**src/hdl/hrbg_pkg.sv**
```systemverilog
`default_nettype none

package hrbg_pkg;

    // Field widths fixed by the interface.
    localparam int COUNT_W = 6;    // ring_count register
    localparam int WIDTH_W = 32;   // ring_width register
    localparam int OFFS_W  = 40;   // offset_l / offset_m, 32 fraction bits
    localparam int BEAM_W  = 14;   // beam_number
    localparam int CFG_IDX_W = 1;

    // Configuration register indexes.
    localparam logic [CFG_IDX_W-1:0] CFG_RING_COUNT = 1'b0;
    localparam logic [CFG_IDX_W-1:0] CFG_RING_WIDTH = 1'b1;

    // sqrt(3)/2 with 32 fraction bits.
    localparam logic [WIDTH_W-1:0] HALF_SQRT3_Q32 = 32'hDDB3_D743;

    // One result beat.
    typedef struct packed {
        logic [OFFS_W-1:0] offset_l;
        logic [OFFS_W-1:0] offset_m;
        logic [BEAM_W-1:0] beam_number;
        logic              final_beam;
    } t_beam;

endpackage

`default_nettype wire

```
**src/hdl/hex_ring_beam_grid_generator_core.sv**
```systemverilog
`default_nettype none

// Hexagonal ring beam grid generator.
// Each beat on the input channel (i_in_valid / o_in_ready) is one tick carrying
// i_restart. A tick yields at most one beat on the output channel
// (o_out_valid / i_out_ready): the (l, m) pointing offset of the next beam,
// its position in the sequence and a flag on the last beam of the grid. The
// centre comes first, then each ring clockwise from its top.
// Ring count and ring width are written through the configuration channel
// (i_cfg_valid / o_cfg_ready, always ready), index 0 and 1 respectively.
// The result of a tick sits in the output register on the cycle after the tick
// is taken. One tick is taken per cycle while the receiver keeps up, set by
// the single registered pass through the walk logic and the output register.
// A stalled receiver holds the output register; a new tick is still taken in
// the cycle in which the waiting beat is collected. Ticks that give no beat
// (zero rings, or the grid finished without a restart) are still taken as ticks.
// Reset zeroes all registers but the beam data one and rewinds the walk to the centre.
module hex_ring_beam_grid_generator_core
    import hrbg_pkg::*;
#(
    parameter int MAX_RINGS = 63
) (
    input  wire logic                 i_clk,
    input  wire logic                 i_rst_n,
    // Tick channel
    input  wire logic                 i_in_valid,
    output logic                      o_in_ready,
    input  wire logic                 i_restart,
    // Beam channel
    output logic                      o_out_valid,
    input  wire logic                 i_out_ready,
    output logic signed [OFFS_W-1:0]  o_offset_l,
    output logic signed [OFFS_W-1:0]  o_offset_m,
    output logic        [BEAM_W-1:0]  o_beam_number,
    output logic                      o_final_beam,
    // Configuration channel
    input  wire logic                 i_cfg_valid,
    output logic                      o_cfg_ready,
    input  wire logic [CFG_IDX_W-1:0] i_cfg_index,
    input  wire logic [WIDTH_W-1:0]   i_cfg_data
);

    logic [COUNT_W-1:0] r_ring_count;
    logic [WIDTH_W-1:0] r_ring_width;
    logic               r_out_valid;
    t_beam              r_beam;

    logic               w_in_accept;
    logic               w_has_result;
    logic               w_centre_beat;
    logic [WIDTH_W-1:0] w_column_step;
    t_beam              w_beam;

    // Configuration writes are taken at once.
    assign o_cfg_ready = 1'b1;

    always_ff @(posedge i_clk) begin
        if (!i_rst_n) begin
            r_ring_count <= '0;
            r_ring_width <= '0;
        end else if (i_cfg_valid) begin
            unique case (i_cfg_index)
                CFG_RING_COUNT: r_ring_count <= i_cfg_data[COUNT_W-1:0];
                CFG_RING_WIDTH: r_ring_width <= i_cfg_data;
                default: ;
            endcase
        end
    end

    // A tick is taken whenever the output register is free or being emptied.
    assign o_in_ready  = !r_out_valid || i_out_ready;
    assign w_in_accept = i_in_valid && o_in_ready;

    hrbg_walk #(
        .MAX_RINGS (MAX_RINGS)
    ) u_walk (
        .i_clk         (i_clk),
        .i_rst_n       (i_rst_n),
        .i_accept      (w_in_accept),
        .i_restart     (i_restart),
        .i_ring_count  (r_ring_count),
        .i_ring_width  (r_ring_width),
        .i_column_step (w_column_step),
        .o_has_result  (w_has_result),
        .o_centre_beat (w_centre_beat),
        .o_beam        (w_beam)
    );

    // The horizontal step is captured with the centre beam of each pass.
    hrbg_col_step u_col_step (
        .i_clk         (i_clk),
        .i_rst_n       (i_rst_n),
        .i_latch       (w_in_accept && w_centre_beat),
        .i_ring_width  (r_ring_width),
        .o_column_step (w_column_step)
    );

    // Output register: loaded by every accepted tick, cleared once collected.
    always_ff @(posedge i_clk) begin
        if (!i_rst_n) begin
            r_out_valid <= 1'b0;
        end else if (w_in_accept) begin
            r_out_valid <= w_has_result;
        end else if (i_out_ready) begin
            r_out_valid <= 1'b0;
        end
    end

    always_ff @(posedge i_clk) begin
        if (w_in_accept && w_has_result) begin
            r_beam <= w_beam;
        end
    end

    assign o_out_valid   = r_out_valid;
    assign o_offset_l    = r_beam.offset_l;
    assign o_offset_m    = r_beam.offset_m;
    assign o_beam_number = r_beam.beam_number;
    assign o_final_beam  = r_beam.final_beam;

    // The centre beam is always beam zero at the origin.
    a_centre_at_origin: assert property (@(posedge i_clk) disable iff (!i_rst_n)
        (w_in_accept && w_centre_beat) |=>
            (o_out_valid && o_offset_l == '0 && o_offset_m == '0 && o_beam_number == '0))
        else $error("centre beam not at the origin");

    // With no rings configured a tick gives nothing.
    a_zero_rings_silent: assert property (@(posedge i_clk) disable iff (!i_rst_n)
        (w_in_accept && r_ring_count == '0) |=> !o_out_valid)
        else $error("beam produced with zero rings");

    // A finished grid stays silent until a restart.
    a_silent_after_final: assert property (@(posedge i_clk) disable iff (!i_rst_n)
        (w_in_accept && w_has_result && w_beam.final_beam) ##1
            (w_in_accept && !i_restart) |-> !w_has_result)
        else $error("beam produced after the final beam without a restart");

    // A restart tick that gives a beam always gives the centre beam.
    a_restart_gives_centre: assert property (@(posedge i_clk) disable iff (!i_rst_n)
        (w_in_accept && i_restart && w_has_result) |-> w_centre_beat)
        else $error("restart did not rewind to the centre");

endmodule

`default_nettype wire

```
**src/hdl/hrbg_col_step.sv**
```systemverilog
`default_nettype none

// Holds the horizontal step of the grid, round(W * sqrt(3)/2), captured from
// the live ring width whenever the centre beam is sent.
module hrbg_col_step
    import hrbg_pkg::*;
(
    input  wire logic               i_clk,
    input  wire logic               i_rst_n,
    input  wire logic               i_latch,
    input  wire logic [WIDTH_W-1:0] i_ring_width,
    output logic      [WIDTH_W-1:0] o_column_step
);

    logic [2*WIDTH_W-1:0] w_product;
    logic [2*WIDTH_W-1:0] w_rounded;
    logic [WIDTH_W-1:0]   r_column_step;

    // The product stays below 0.87 * 2^64, so adding one half cannot overflow.
    assign w_product = (2*WIDTH_W)'(i_ring_width) * (2*WIDTH_W)'(HALF_SQRT3_Q32);
    assign w_rounded = w_product + ((2*WIDTH_W)'(1) << (WIDTH_W - 1));

    always_ff @(posedge i_clk) begin
        if (!i_rst_n) begin
            r_column_step <= '0;
        end else if (i_latch) begin
            r_column_step <= w_rounded[2*WIDTH_W-1:WIDTH_W];
        end
    end

    assign o_column_step = r_column_step;

endmodule

`default_nettype wire

```
**src/hdl/hrbg_walk.sv**
```systemverilog
`default_nettype none

// Walk state of the hexagonal grid: ring, side and step counters together with
// the two offset accumulators. The result for an accepted beat is formed
// combinationally from the current state; the state advances on acceptance.
module hrbg_walk
    import hrbg_pkg::*;
#(
    parameter int MAX_RINGS = 63
) (
    input  wire logic               i_clk,
    input  wire logic               i_rst_n,
    input  wire logic               i_accept,
    input  wire logic               i_restart,
    input  wire logic [COUNT_W-1:0] i_ring_count,
    input  wire logic [WIDTH_W-1:0] i_ring_width,
    input  wire logic [WIDTH_W-1:0] i_column_step,
    output logic                    o_has_result,
    output logic                    o_centre_beat,
    output t_beam                   o_beam
);

    localparam int RW = $clog2(MAX_RINGS + 1);
    localparam int LW = (RW > COUNT_W) ? RW : COUNT_W;
    localparam logic [RW-1:0] MAX_R = RW'(MAX_RINGS);

    // Sides in walking order, clockwise from the top of the ring.
    typedef enum logic [2:0] {
        SIDE_DOWN_RIGHT = 3'd0,
        SIDE_DOWN       = 3'd1,
        SIDE_DOWN_LEFT  = 3'd2,
        SIDE_UP_LEFT    = 3'd3,
        SIDE_UP         = 3'd4,
        SIDE_UP_RIGHT   = 3'd5
    } t_side;

    logic [RW-1:0]     r_ring,  n_ring,  s_ring;
    t_side             r_side,  n_side,  s_side;
    logic [RW-1:0]     r_step,  n_step,  s_step;
    logic [OFFS_W-1:0] r_acc_l, n_acc_l, s_acc_l;
    logic [OFFS_W-1:0] r_acc_m, n_acc_m, s_acc_m;   // twice m, in half units
    logic [OFFS_W-1:0] r_top,   n_top,   s_top;     // twice m at the ring start
    logic [BEAM_W-1:0] r_beam,  n_beam,  s_beam;
    logic              r_done,  n_done,  s_done;

    logic [LW-1:0]     w_count_ext;
    logic [LW-1:0]     w_max_ext;
    logic [RW-1:0]     w_limit;
    logic [OFFS_W-1:0] w_w;
    logic [OFFS_W-1:0] w_w2;
    logic [OFFS_W-1:0] w_c;
    logic [OFFS_W:0]   w_m_plus;
    logic              w_side_end;
    logic              w_last;
    logic [OFFS_W-1:0] w_l_moved;
    logic [OFFS_W-1:0] w_m_moved;
    logic [OFFS_W-1:0] w_top_next;

    assign w_count_ext = LW'(i_ring_count);
    assign w_max_ext   = LW'(MAX_RINGS);
    assign w_limit     = RW'((w_count_ext < w_max_ext) ? w_count_ext : w_max_ext);

    assign w_w  = OFFS_W'(i_ring_width);
    assign w_w2 = OFFS_W'({i_ring_width, 1'b0});
    assign w_c  = OFFS_W'(i_column_step);

    // A restart rewinds to the centre before anything else is looked at.
    always_comb begin
        if (i_restart) begin
            s_ring  = '0;
            s_side  = SIDE_DOWN_RIGHT;
            s_step  = '0;
            s_acc_l = '0;
            s_acc_m = '0;
            s_top   = '0;
            s_beam  = '0;
            s_done  = 1'b0;
        end else begin
            s_ring  = r_ring;
            s_side  = r_side;
            s_step  = r_step;
            s_acc_l = r_acc_l;
            s_acc_m = r_acc_m;
            s_top   = r_top;
            s_beam  = r_beam;
            s_done  = r_done;
        end
    end

    assign o_has_result  = !s_done && (w_limit != '0);
    assign o_centre_beat = o_has_result && (s_ring == '0);

    // m is half the accumulator, rounded half up: floor((2m + 1) / 2).
    assign w_m_plus = {s_acc_m[OFFS_W-1], s_acc_m} + (OFFS_W+1)'(1);

    assign w_side_end = ({1'b0, s_step} + (RW+1)'(1)) >= {1'b0, s_ring};
    assign w_last     = (s_ring >= w_limit) && (s_side == SIDE_UP_RIGHT) && w_side_end;
    assign w_top_next = s_top + w_w2;

    always_comb begin
        unique case (s_side)
            SIDE_DOWN_RIGHT: begin
                w_l_moved = s_acc_l + w_c;
                w_m_moved = s_acc_m - w_w;
            end
            SIDE_DOWN: begin
                w_l_moved = s_acc_l;
                w_m_moved = s_acc_m - w_w2;
            end
            SIDE_DOWN_LEFT: begin
                w_l_moved = s_acc_l - w_c;
                w_m_moved = s_acc_m - w_w;
            end
            SIDE_UP_LEFT: begin
                w_l_moved = s_acc_l - w_c;
                w_m_moved = s_acc_m + w_w;
            end
            SIDE_UP: begin
                w_l_moved = s_acc_l;
                w_m_moved = s_acc_m + w_w2;
            end
            default: begin
                w_l_moved = s_acc_l + w_c;
                w_m_moved = s_acc_m + w_w;
            end
        endcase
    end

    always_comb begin
        n_ring  = s_ring;
        n_side  = s_side;
        n_step  = s_step;
        n_acc_l = s_acc_l;
        n_acc_m = s_acc_m;
        n_top   = s_top;
        n_beam  = s_beam;
        n_done  = s_done;

        o_beam.beam_number = s_beam;
        o_beam.offset_l    = '0;
        o_beam.offset_m    = '0;
        o_beam.final_beam  = 1'b0;

        if (o_has_result) begin
            n_beam = s_beam + BEAM_W'(1);
            if (s_ring == '0) begin
                // Centre beam; the first ring starts straight above it.
                n_ring  = RW'(1);
                n_side  = SIDE_DOWN_RIGHT;
                n_step  = '0;
                n_top   = w_w2;
                n_acc_l = '0;
                n_acc_m = w_w2;
            end else begin
                o_beam.offset_l   = s_acc_l;
                o_beam.offset_m   = w_m_plus[OFFS_W:1];
                o_beam.final_beam = w_last;
                n_acc_l = w_l_moved;
                n_acc_m = w_m_moved;
                n_step  = s_step + RW'(1);
                if (w_side_end) begin
                    n_step = '0;
                    if (s_side == SIDE_UP_RIGHT) begin
                        // Ring closed: move out to the top of the next one.
                        n_side  = SIDE_DOWN_RIGHT;
                        n_ring  = (s_ring < MAX_R) ? s_ring + RW'(1) : s_ring;
                        n_top   = w_top_next;
                        n_acc_l = '0;
                        n_acc_m = w_top_next;
                    end else begin
                        n_side = t_side'(s_side + 3'd1);
                    end
                end
                n_done = w_last;
            end
        end
    end

    always_ff @(posedge i_clk) begin
        if (!i_rst_n) begin
            r_ring  <= '0;
            r_side  <= SIDE_DOWN_RIGHT;
            r_step  <= '0;
            r_acc_l <= '0;
            r_acc_m <= '0;
            r_top   <= '0;
            r_beam  <= '0;
            r_done  <= 1'b0;
        end else if (i_accept) begin
            r_ring  <= n_ring;
            r_side  <= n_side;
            r_step  <= n_step;
            r_acc_l <= n_acc_l;
            r_acc_m <= n_acc_m;
            r_top   <= n_top;
            r_beam  <= n_beam;
            r_done  <= n_done;
        end
    end

endmodule

`default_nettype wire
```
**config.mk**
```make
export PLATFORM = sky130hd
export DESIGN_NAME = hex_ring_beam_grid_generator_core
export DESIGN_NICKNAME = d
export VERILOG_FILES = /design/src/hdl/hrbg_pkg.sv /design/src/hdl/hex_ring_beam_grid_generator_core.sv /design/src/hdl/hrbg_col_step.sv /design/src/hdl/hrbg_walk.sv
export SDC_FILE = /design/constraint.sdc
export NUM_CORES = 2
export LEC_CHECK = 0
export ABC_CLOCK_PERIOD_IN_PS = 6900
export BUFFER_PORTS_ARGS = -buffer_cell sky130_fd_sc_hd__buf_2
export CAP_MARGIN = 20
export CORE_MARGIN = 10
export CORE_UTILIZATION = 30
export DETAILED_ROUTE_END_ITERATION = 8
export GPL_TIMING_DRIVEN = 0
export SYNTH_ARGS = -nofsm -noshare
export SYNTH_HDL_FRONTEND = slang
export SYNTH_SLANG_ARGS = --single-unit
```
**constraint.sdc**
```tcl
create_clock -name i_clk -period 6.9 [get_ports i_clk]
set_input_delay 2.07 -clock i_clk [delete_from_list [all_inputs] [get_ports i_clk]]
set_output_delay 2.07 -clock i_clk [all_outputs]
set_load 0.01 [all_outputs]
```
After elaboration in Yosys (flattened, before gate mapping):

Cells that the tools add are included.

* bitwise logic cells: 2
* $lt $le $gt $ge: 4
* reduce and logical (&&, ||, !) cells: 20
* $mul: 1
* muxes and demuxes: 40
* $add $sub $neg: 14
* equal/unequal tests: 5

Operator list (number)
* two-way mux 40 bit: 15
* one-hot mux 40 bit (3 select lines): 1
* adder 40 x 32 -> 40 bit: 2
* adder 40 x 33 -> 40 bit: 2
* one-hot mux 40 bit (2 select lines): 1
* subtractor 40 x 32 -> 40 bit: 2
* two-way mux 6 bit: 11
* adder 64 x 32 -> 64 bit (second input constant): 1
* multiplier 32 x 32 -> 64 bit (second input constant): 1
* adder 40 x 2 -> 41 bit (second input constant): 1
* subtractor 40 x 33 -> 40 bit: 1
* two-way mux 14 bit: 2
* two-way mux 3 bit: 5
* adder 14 x 1 -> 14 bit (second input constant): 1
* adder 6 x 1 -> 6 bit (second input constant): 2
* < comparator 6 bit (second input constant): 2
* OR reduction 2 bit: 4
* adder 6 x 1 -> 7 bit (second input constant): 1
* >= comparator 7 x 6 -> 1 bit: 1
* logical AND 1 bit: 7
* equality test 3 x 2 -> 1 bit (second input constant): 2
* equality test 3 bit (second input constant): 2
* >= comparator 6 bit: 1
* logical NOT 6 bit: 1
* 10 further kinds: 17

* flip-flop bits (word level): 316
* bits of input ports: 39

Depth between registers and ports, before layout:

* depth after elaboration: 8
* mapped depth: 27
* mapped depth without buffers: 27

Modules after synthesis:

A second synthesis with hierarchy kept.

* cells, all modules: 5080
* area, all modules: 43714.4 µm²

By module, submodules not included
* hrbg_col_step: cells an instance 2051, seq. area each 640.6 µm², area each 19915.4 µm², times used 1
* hrbg_walk: cells an instance 2758, seq. area each 3002.9 µm², area each 19409.9 µm², times used 1
* hex_ring_beam_grid_generator_core: cells an instance 271, seq. area each 3633.5 µm², area each 4389.2 µm², times used 1

Worst setup path before layout:

OpenSTA, ideal clock, no wires.

* path kind: register -> register
* from: register r_ring_width[4]
* to: register u_col_step.r_column_step[24], in the netlist u_col_step.o_column_step[24]
* library setup time: 0.074 ns
* buffers on the path: 1
* clock period less this slack: 7.295 ns
* cell stages (with the launch flop): 23
* path slack: -0.395 ns
* arrival: 7.221 ns
* cell sequence: dfxtp_1 > inv_1 > fa_1 > inv_1 > fa_1 > fa_1 > fa_1 > fa_1 > fa_1 > fa_1 > fa_1 > ha_1 > buf_2 > nand2_1 > nor2_1 > nand3_1 > a2111oi_2 > o21ai_2 > a31o_2 > o31ai_4 > nand3_1 > or4_1 > a31oi_1

* longest elaborated chain between the ends: 2

RTL lines
* from (decl): RTL line hex_ring_beam_grid_generator_core.sv:44 `logic [WIDTH_W-1:0] r_ring_width;`
* from (signal assigned): RTL line hex_ring_beam_grid_generator_core.sv:64 `CFG_RING_WIDTH: r_ring_width <= i_cfg_data;`
* multiplier 32 x 32 -> 64 bit: RTL line hrbg_col_step.sv:20 `assign w_product = (2*WIDTH_W)'(i_ring_width) * (2*WIDTH_W)'(HALF_SQRT3_Q32);`
* adder 64 x 32 -> 64 bit: RTL line hrbg_col_step.sv:21 `assign w_rounded = w_product + ((2*WIDTH_W)'(1) << (WIDTH_W - 1));`
* to (signal assigned): RTL line hrbg_col_step.sv:27 `r_column_step <= w_rounded[2*WIDTH_W-1:WIDTH_W];`
* to (decl): RTL line hrbg_col_step.sv:17 `logic [WIDTH_W-1:0] r_column_step;`

Every way passes these cells.
A chain may end at the register's enable or synchronous reset.

Worst setup path after layout:

* from: register r_ring_width[4]
* to: register u_col_step.r_column_step[31], in the netlist u_col_step.o_column_step[31]

The elaborated chain is that of the path after synthesis.

==> flow_metrics.env <==
export IMPL_final_layout_size_suffix_gt1_share_pct=13.4
export IMPL_cp_arrival_ps=7920
export IMPL_die_h_um=403
export IMPL_setup_ws_ps=-548
export IMPL_p_leak_nw=23.7
export IMPL_finClkSkew_ps=53.8
export IMPL_worst_path_max_fanout=8
export IMPL_grt_max_degree=55
export IMPL_worstMarginPinSlew_ps=1330
export IMPL_timing_rr_start="r_ring_width[4]"
export IMPL_core_area_mm2=0.146
export IMPL_yosysMostFrequentCell="inv_1"
export IMPL_yosys_warnings=0
export IMPL_yosysTopAreaCell="fa_1"
export IMPL_path_cells="inv_2 > fa_1 > inv_2 > fa_1 > fa_1 > fa_2 > fa_2 > fa_1 > fa_1 > fa_1 > ha_1 > buf_4 > nand2_2 > nor2_2 > nand3_2 > a2111oi_4 > o21ai_4 > buf_6 > a32oi_4 > a21boi_4 > o41ai_2 > xnor2_1 > a211oi_1"
export IMPL_cp_depth=23
export IMPL_track_usage_pct=21.7
export IMPL_cts_root_buf="clkbuf_16"
export IMPL_dieArea_mm2=0.163
export IMPL_wire_per_inst_um=24.6
export IMPL_p_total_w=0.0180
export IMPL_vias=40000
export IMPL_endpoint="u_col_step.o_column_step[31]"
export IMPL_io_pins=137
export IMPL_synth_edf_count=95
export IMPL_cpMostUsedCell="fa_1"
export IMPL_worstSkewPairLatency_ps=660
export IMPL_antenna_found_initial=12
export IMPL_num_fill_cells=15000
export IMPL_cts_buffers=44
export IMPL_cts_hold_buf=0
export IMPL_grt_remaining_overflow=0
export IMPL_hold_viol=0
export IMPL_grt_first_pass_wirelength_um=265000
export IMPL_cts_sinks=316
export IMPL_drc=0
export IMPL_post_synth_cell_area_avg_um2=8.55
export IMPL_cp_start_kind="flop"
export IMPL_viasPerCell=5.39
export IMPL_r2r_end="u_col_step.o_column_step[31]"
export IMPL_finalSetupTns_ps=-7510
export IMPL_netlist_instances=5159
export IMPL_setup_viol=28
export IMPL_drt_initial_drc_count=4310
export IMPL_synth_ff_type="dfxtp_1"
export IMPL_critPathCaptureType="flop"
export IMPL_max_cap_viol_count=0
export IMPL_dp_hpwl_um=148000
export IMPL_yosys_area_top_type_share_pct=20.6
export IMPL_max_vdd_ir_drop_v=0.000449
export IMPL_syn_num_nets=6227
export IMPL_ys_ff_latch=316
export IMPL_maxSlewHeadroom_pct=11.4
export IMPL_instances_no_fill=7437
export IMPL_grt_setup_unrepaired="true"
export IMPL_synth_common_cells="796 x inv_1, 574 x ha_1, 455 x fa_1"
export IMPL_critPathBufInv=4
export IMPL_htree_num_levels=2
export IMPL_dp_cells=7218
export IMPL_period_share_pct=108
export IMPL_synth_area_mm2=0.0441
export IMPL_portBuffers=135
export IMPL_path_clk_slew_ps=70
export IMPL_finalCriticalPeriod_ps=7450
export IMPL_row_count=140
export IMPL_dieWidth_um=403
export IMPL_slowest_stage="fa_2"
export IMPL_synthArstFlopShare_pct=0
export IMPL_gp_congestion=0.965
export IMPL_initial_core_util_pct=30.2
export IMPL_wl_um=183000
export IMPL_clock_path_buffers=3
export IMPL_pre_cts_ws_ps=-4130
export IMPL_crit_family="adder cells"
export IMPL_yosys_cell_types_count=104
export IMPL_violations="negative setup slack"
export IMPL_area_growth_pct=17.3
export IMPL_ant_nets=0
export IMPL_drv_slew=0
export IMPL_synth_area_leaders="fa_1 21%, ha_1 16%, dfxtp_1 10%"
export IMPL_grt_pass1_vias=39700
export IMPL_powerDensity_mw_per_mm2=347
export IMPL_layout_nets=6550
export IMPL_startpoint="r_ring_width[4]"
export IMPL_required_ps=7370
export IMPL_status="finished with violations"
export IMPL_worstRegToRegCells=23
export IMPL_ys_seq_area_share_pct=16.5
export IMPL_critical_path_class="flop to flop"
export IMPL_min_path_type="flop to flop"
export IMPL_ff2ff_setup_slack_ps=-550
export IMPL_max_clock_freq_mhz=134
export IMPL_firstDrtPassIters=5
export IMPL_cts_tree="built"
export IMPL_critPathMaxStageDelay_ps=600
[metal layers]
metal  wire length [um]  GRT usage [%]  vias to the layer above  share of wire [%]
met1              76500           29.0                    19800                 42
met4               8120           8.10                       16                4.4
met2              80400           34.2                     1770                 44
met5                 98              0                        -              0.054
li1                   -              -                    18200                  -
met3              17800           4.66                      335                9.7
[where the power goes]
| part | leakage, nW | internal [W] | switching, W |
|---|---|---|---|
| clock | 0.768 | 0.00153 | 0.00103 |
| combinational | 20.2 | 0.00515 | 0.00805 |
| sequential | 2.74 | 0.00205 | 0.000157 |
[sequential cells by signal (all words and copies together) (netlist names), 3 cells and up]
name / cells
u_walk.r_ring: 6
o_offset_l: 40
u_walk.r_side: 3
u_walk.r_acc_l: 40
r_ring_count: 6
o_offset_m: 40
o_beam_number: 14
u_walk.r_beam: 14
u_walk.r_step: 6
u_col_step.o_column_step: 32
r_ring_width: 32
u_walk.r_top: 40
u_walk.r_acc_m: 40
[per-stage QoR]
step | hold slack (ps) | utilization [%] | area, um2
CTS | 449 | 34.9 | 50900
detailed placement | 435 | 32.5 | 47400
finish | 450 | 35.5 | 51800
global placement | 436 | 32.4 | 47300
floorplan | 417 | - | 44200
global route | 475 | 35.5 | 51800
[worst reg2reg max path, stage by stage (launching register included)]
cell and delay, ps:
dfxtp_4 400, inv_2 90, fa_1 560, inv_2 80, fa_1 480, fa_1 560
fa_2 490, fa_2 600, fa_1 460, fa_1 510, fa_1 500, ha_1 290
buf_4 160, nand2_2 100, nor2_2 180, nand3_2 130, a2111oi_4 290, o21ai_4 190
buf_6 180, a32oi_4 220, a21boi_4 100, o41ai_2 340, xnor2_1 240, a211oi_1 120
[cell type report]
type	instances	area, um2	share of cell area, %
flip-flops and latches	316	7390	14.3
multi-input cells	3850	34500	66.6
plain buffers	193	872	1.68
clock buffers	52	1180	2.28
clock inverters	29	404	0.781
well taps	1917	2400	4.63
inverters	798	3070	5.92
repair buffers	279	1970	3.80
diodes	3	7.51	0.0145
[placed cells by master (no fill, tap or decap), drive strengths merged, types with 10 or more instances in the layout]
cell | synthesis | final
or3 | 28 | 28
nand2 | 389 | 389
and4 | 25 | 25
or2 | 16 | 16
nor2 | 324 | 324
a22oi | 32 | 32
o21a | 26 | 26
o211ai | 37 | 37
a211oi | 32 | 32
clkbuf | 169 | 217
nand2b | 40 | 40
clkinv | 2 | 17
edfxtp | 95 | 95
nor2b | 146 | 146
nand4 | 50 | 50
a221oi | 22 | 22
and3 | 69 | 69
nor3 | 68 | 68
fa | 455 | 455
nand3 | 95 | 95
mux2i | 18 | 18
xnor2 | 195 | 195
nor4 | 16 | 16
o22ai | 11 | 11
o221ai | 10 | 10
o31ai | 20 | 20
or4 | 11 | 11
o21bai | 38 | 38
buf | 26 | 307
a21oi | 402 | 402
o41ai | 11 | 11
inv | 796 | 794
ha | 574 | 574
a31oi | 60 | 60
a21o | 99 | 99
a221o | 10 | 10
o21ai | 263 | 263
dfxtp | 221 | 221
xor2 | 90 | 90
and2 | 29 | 29
[kinds of logic after synthesis]
family / after synthesis / synth area share, %
mux: 19 / 0.434
xor+xnor: 285 / 5.66
other cells: 1 / 0.00850
compound gates: 1181 / 17.1
flops: 316 / 16.5
buf+inv: 993 / 8.50
simple gates: 1335 / 14.9
fa+ha+maj: 1029 / 36.9
[timing repair]
action / in CTS / in global routing
setup buffers: 97 / 40
endpoints found under the hold margin: 0 / 0
setup endpoints to repair: 213 / 117
gates resized for setup: 303 / 163
cloned: 0 / 0
pin swaps: 107 / 90
[how the worst min path moves through the flow]
stage                       start                  to  slack (ps)  cells past startpoint
6_report       u_walk.r_acc_m[36]  u_walk.r_acc_m[36]         450                      2
5_1_grt        u_walk.r_acc_l[38]  u_walk.r_acc_l[38]         470                      2
4_1_cts        u_walk.r_acc_l[38]  u_walk.r_acc_l[38]         450                      2
3_5_place_dp   u_walk.r_acc_l[38]  u_walk.r_acc_l[38]         430                      2
3_3_place_gp   u_walk.r_acc_l[26]  u_walk.r_acc_l[26]         440                      2
2_1_floorplan  u_walk.r_acc_m[36]  u_walk.r_acc_m[36]         420                      2
(Power assumes the default switching activity.)
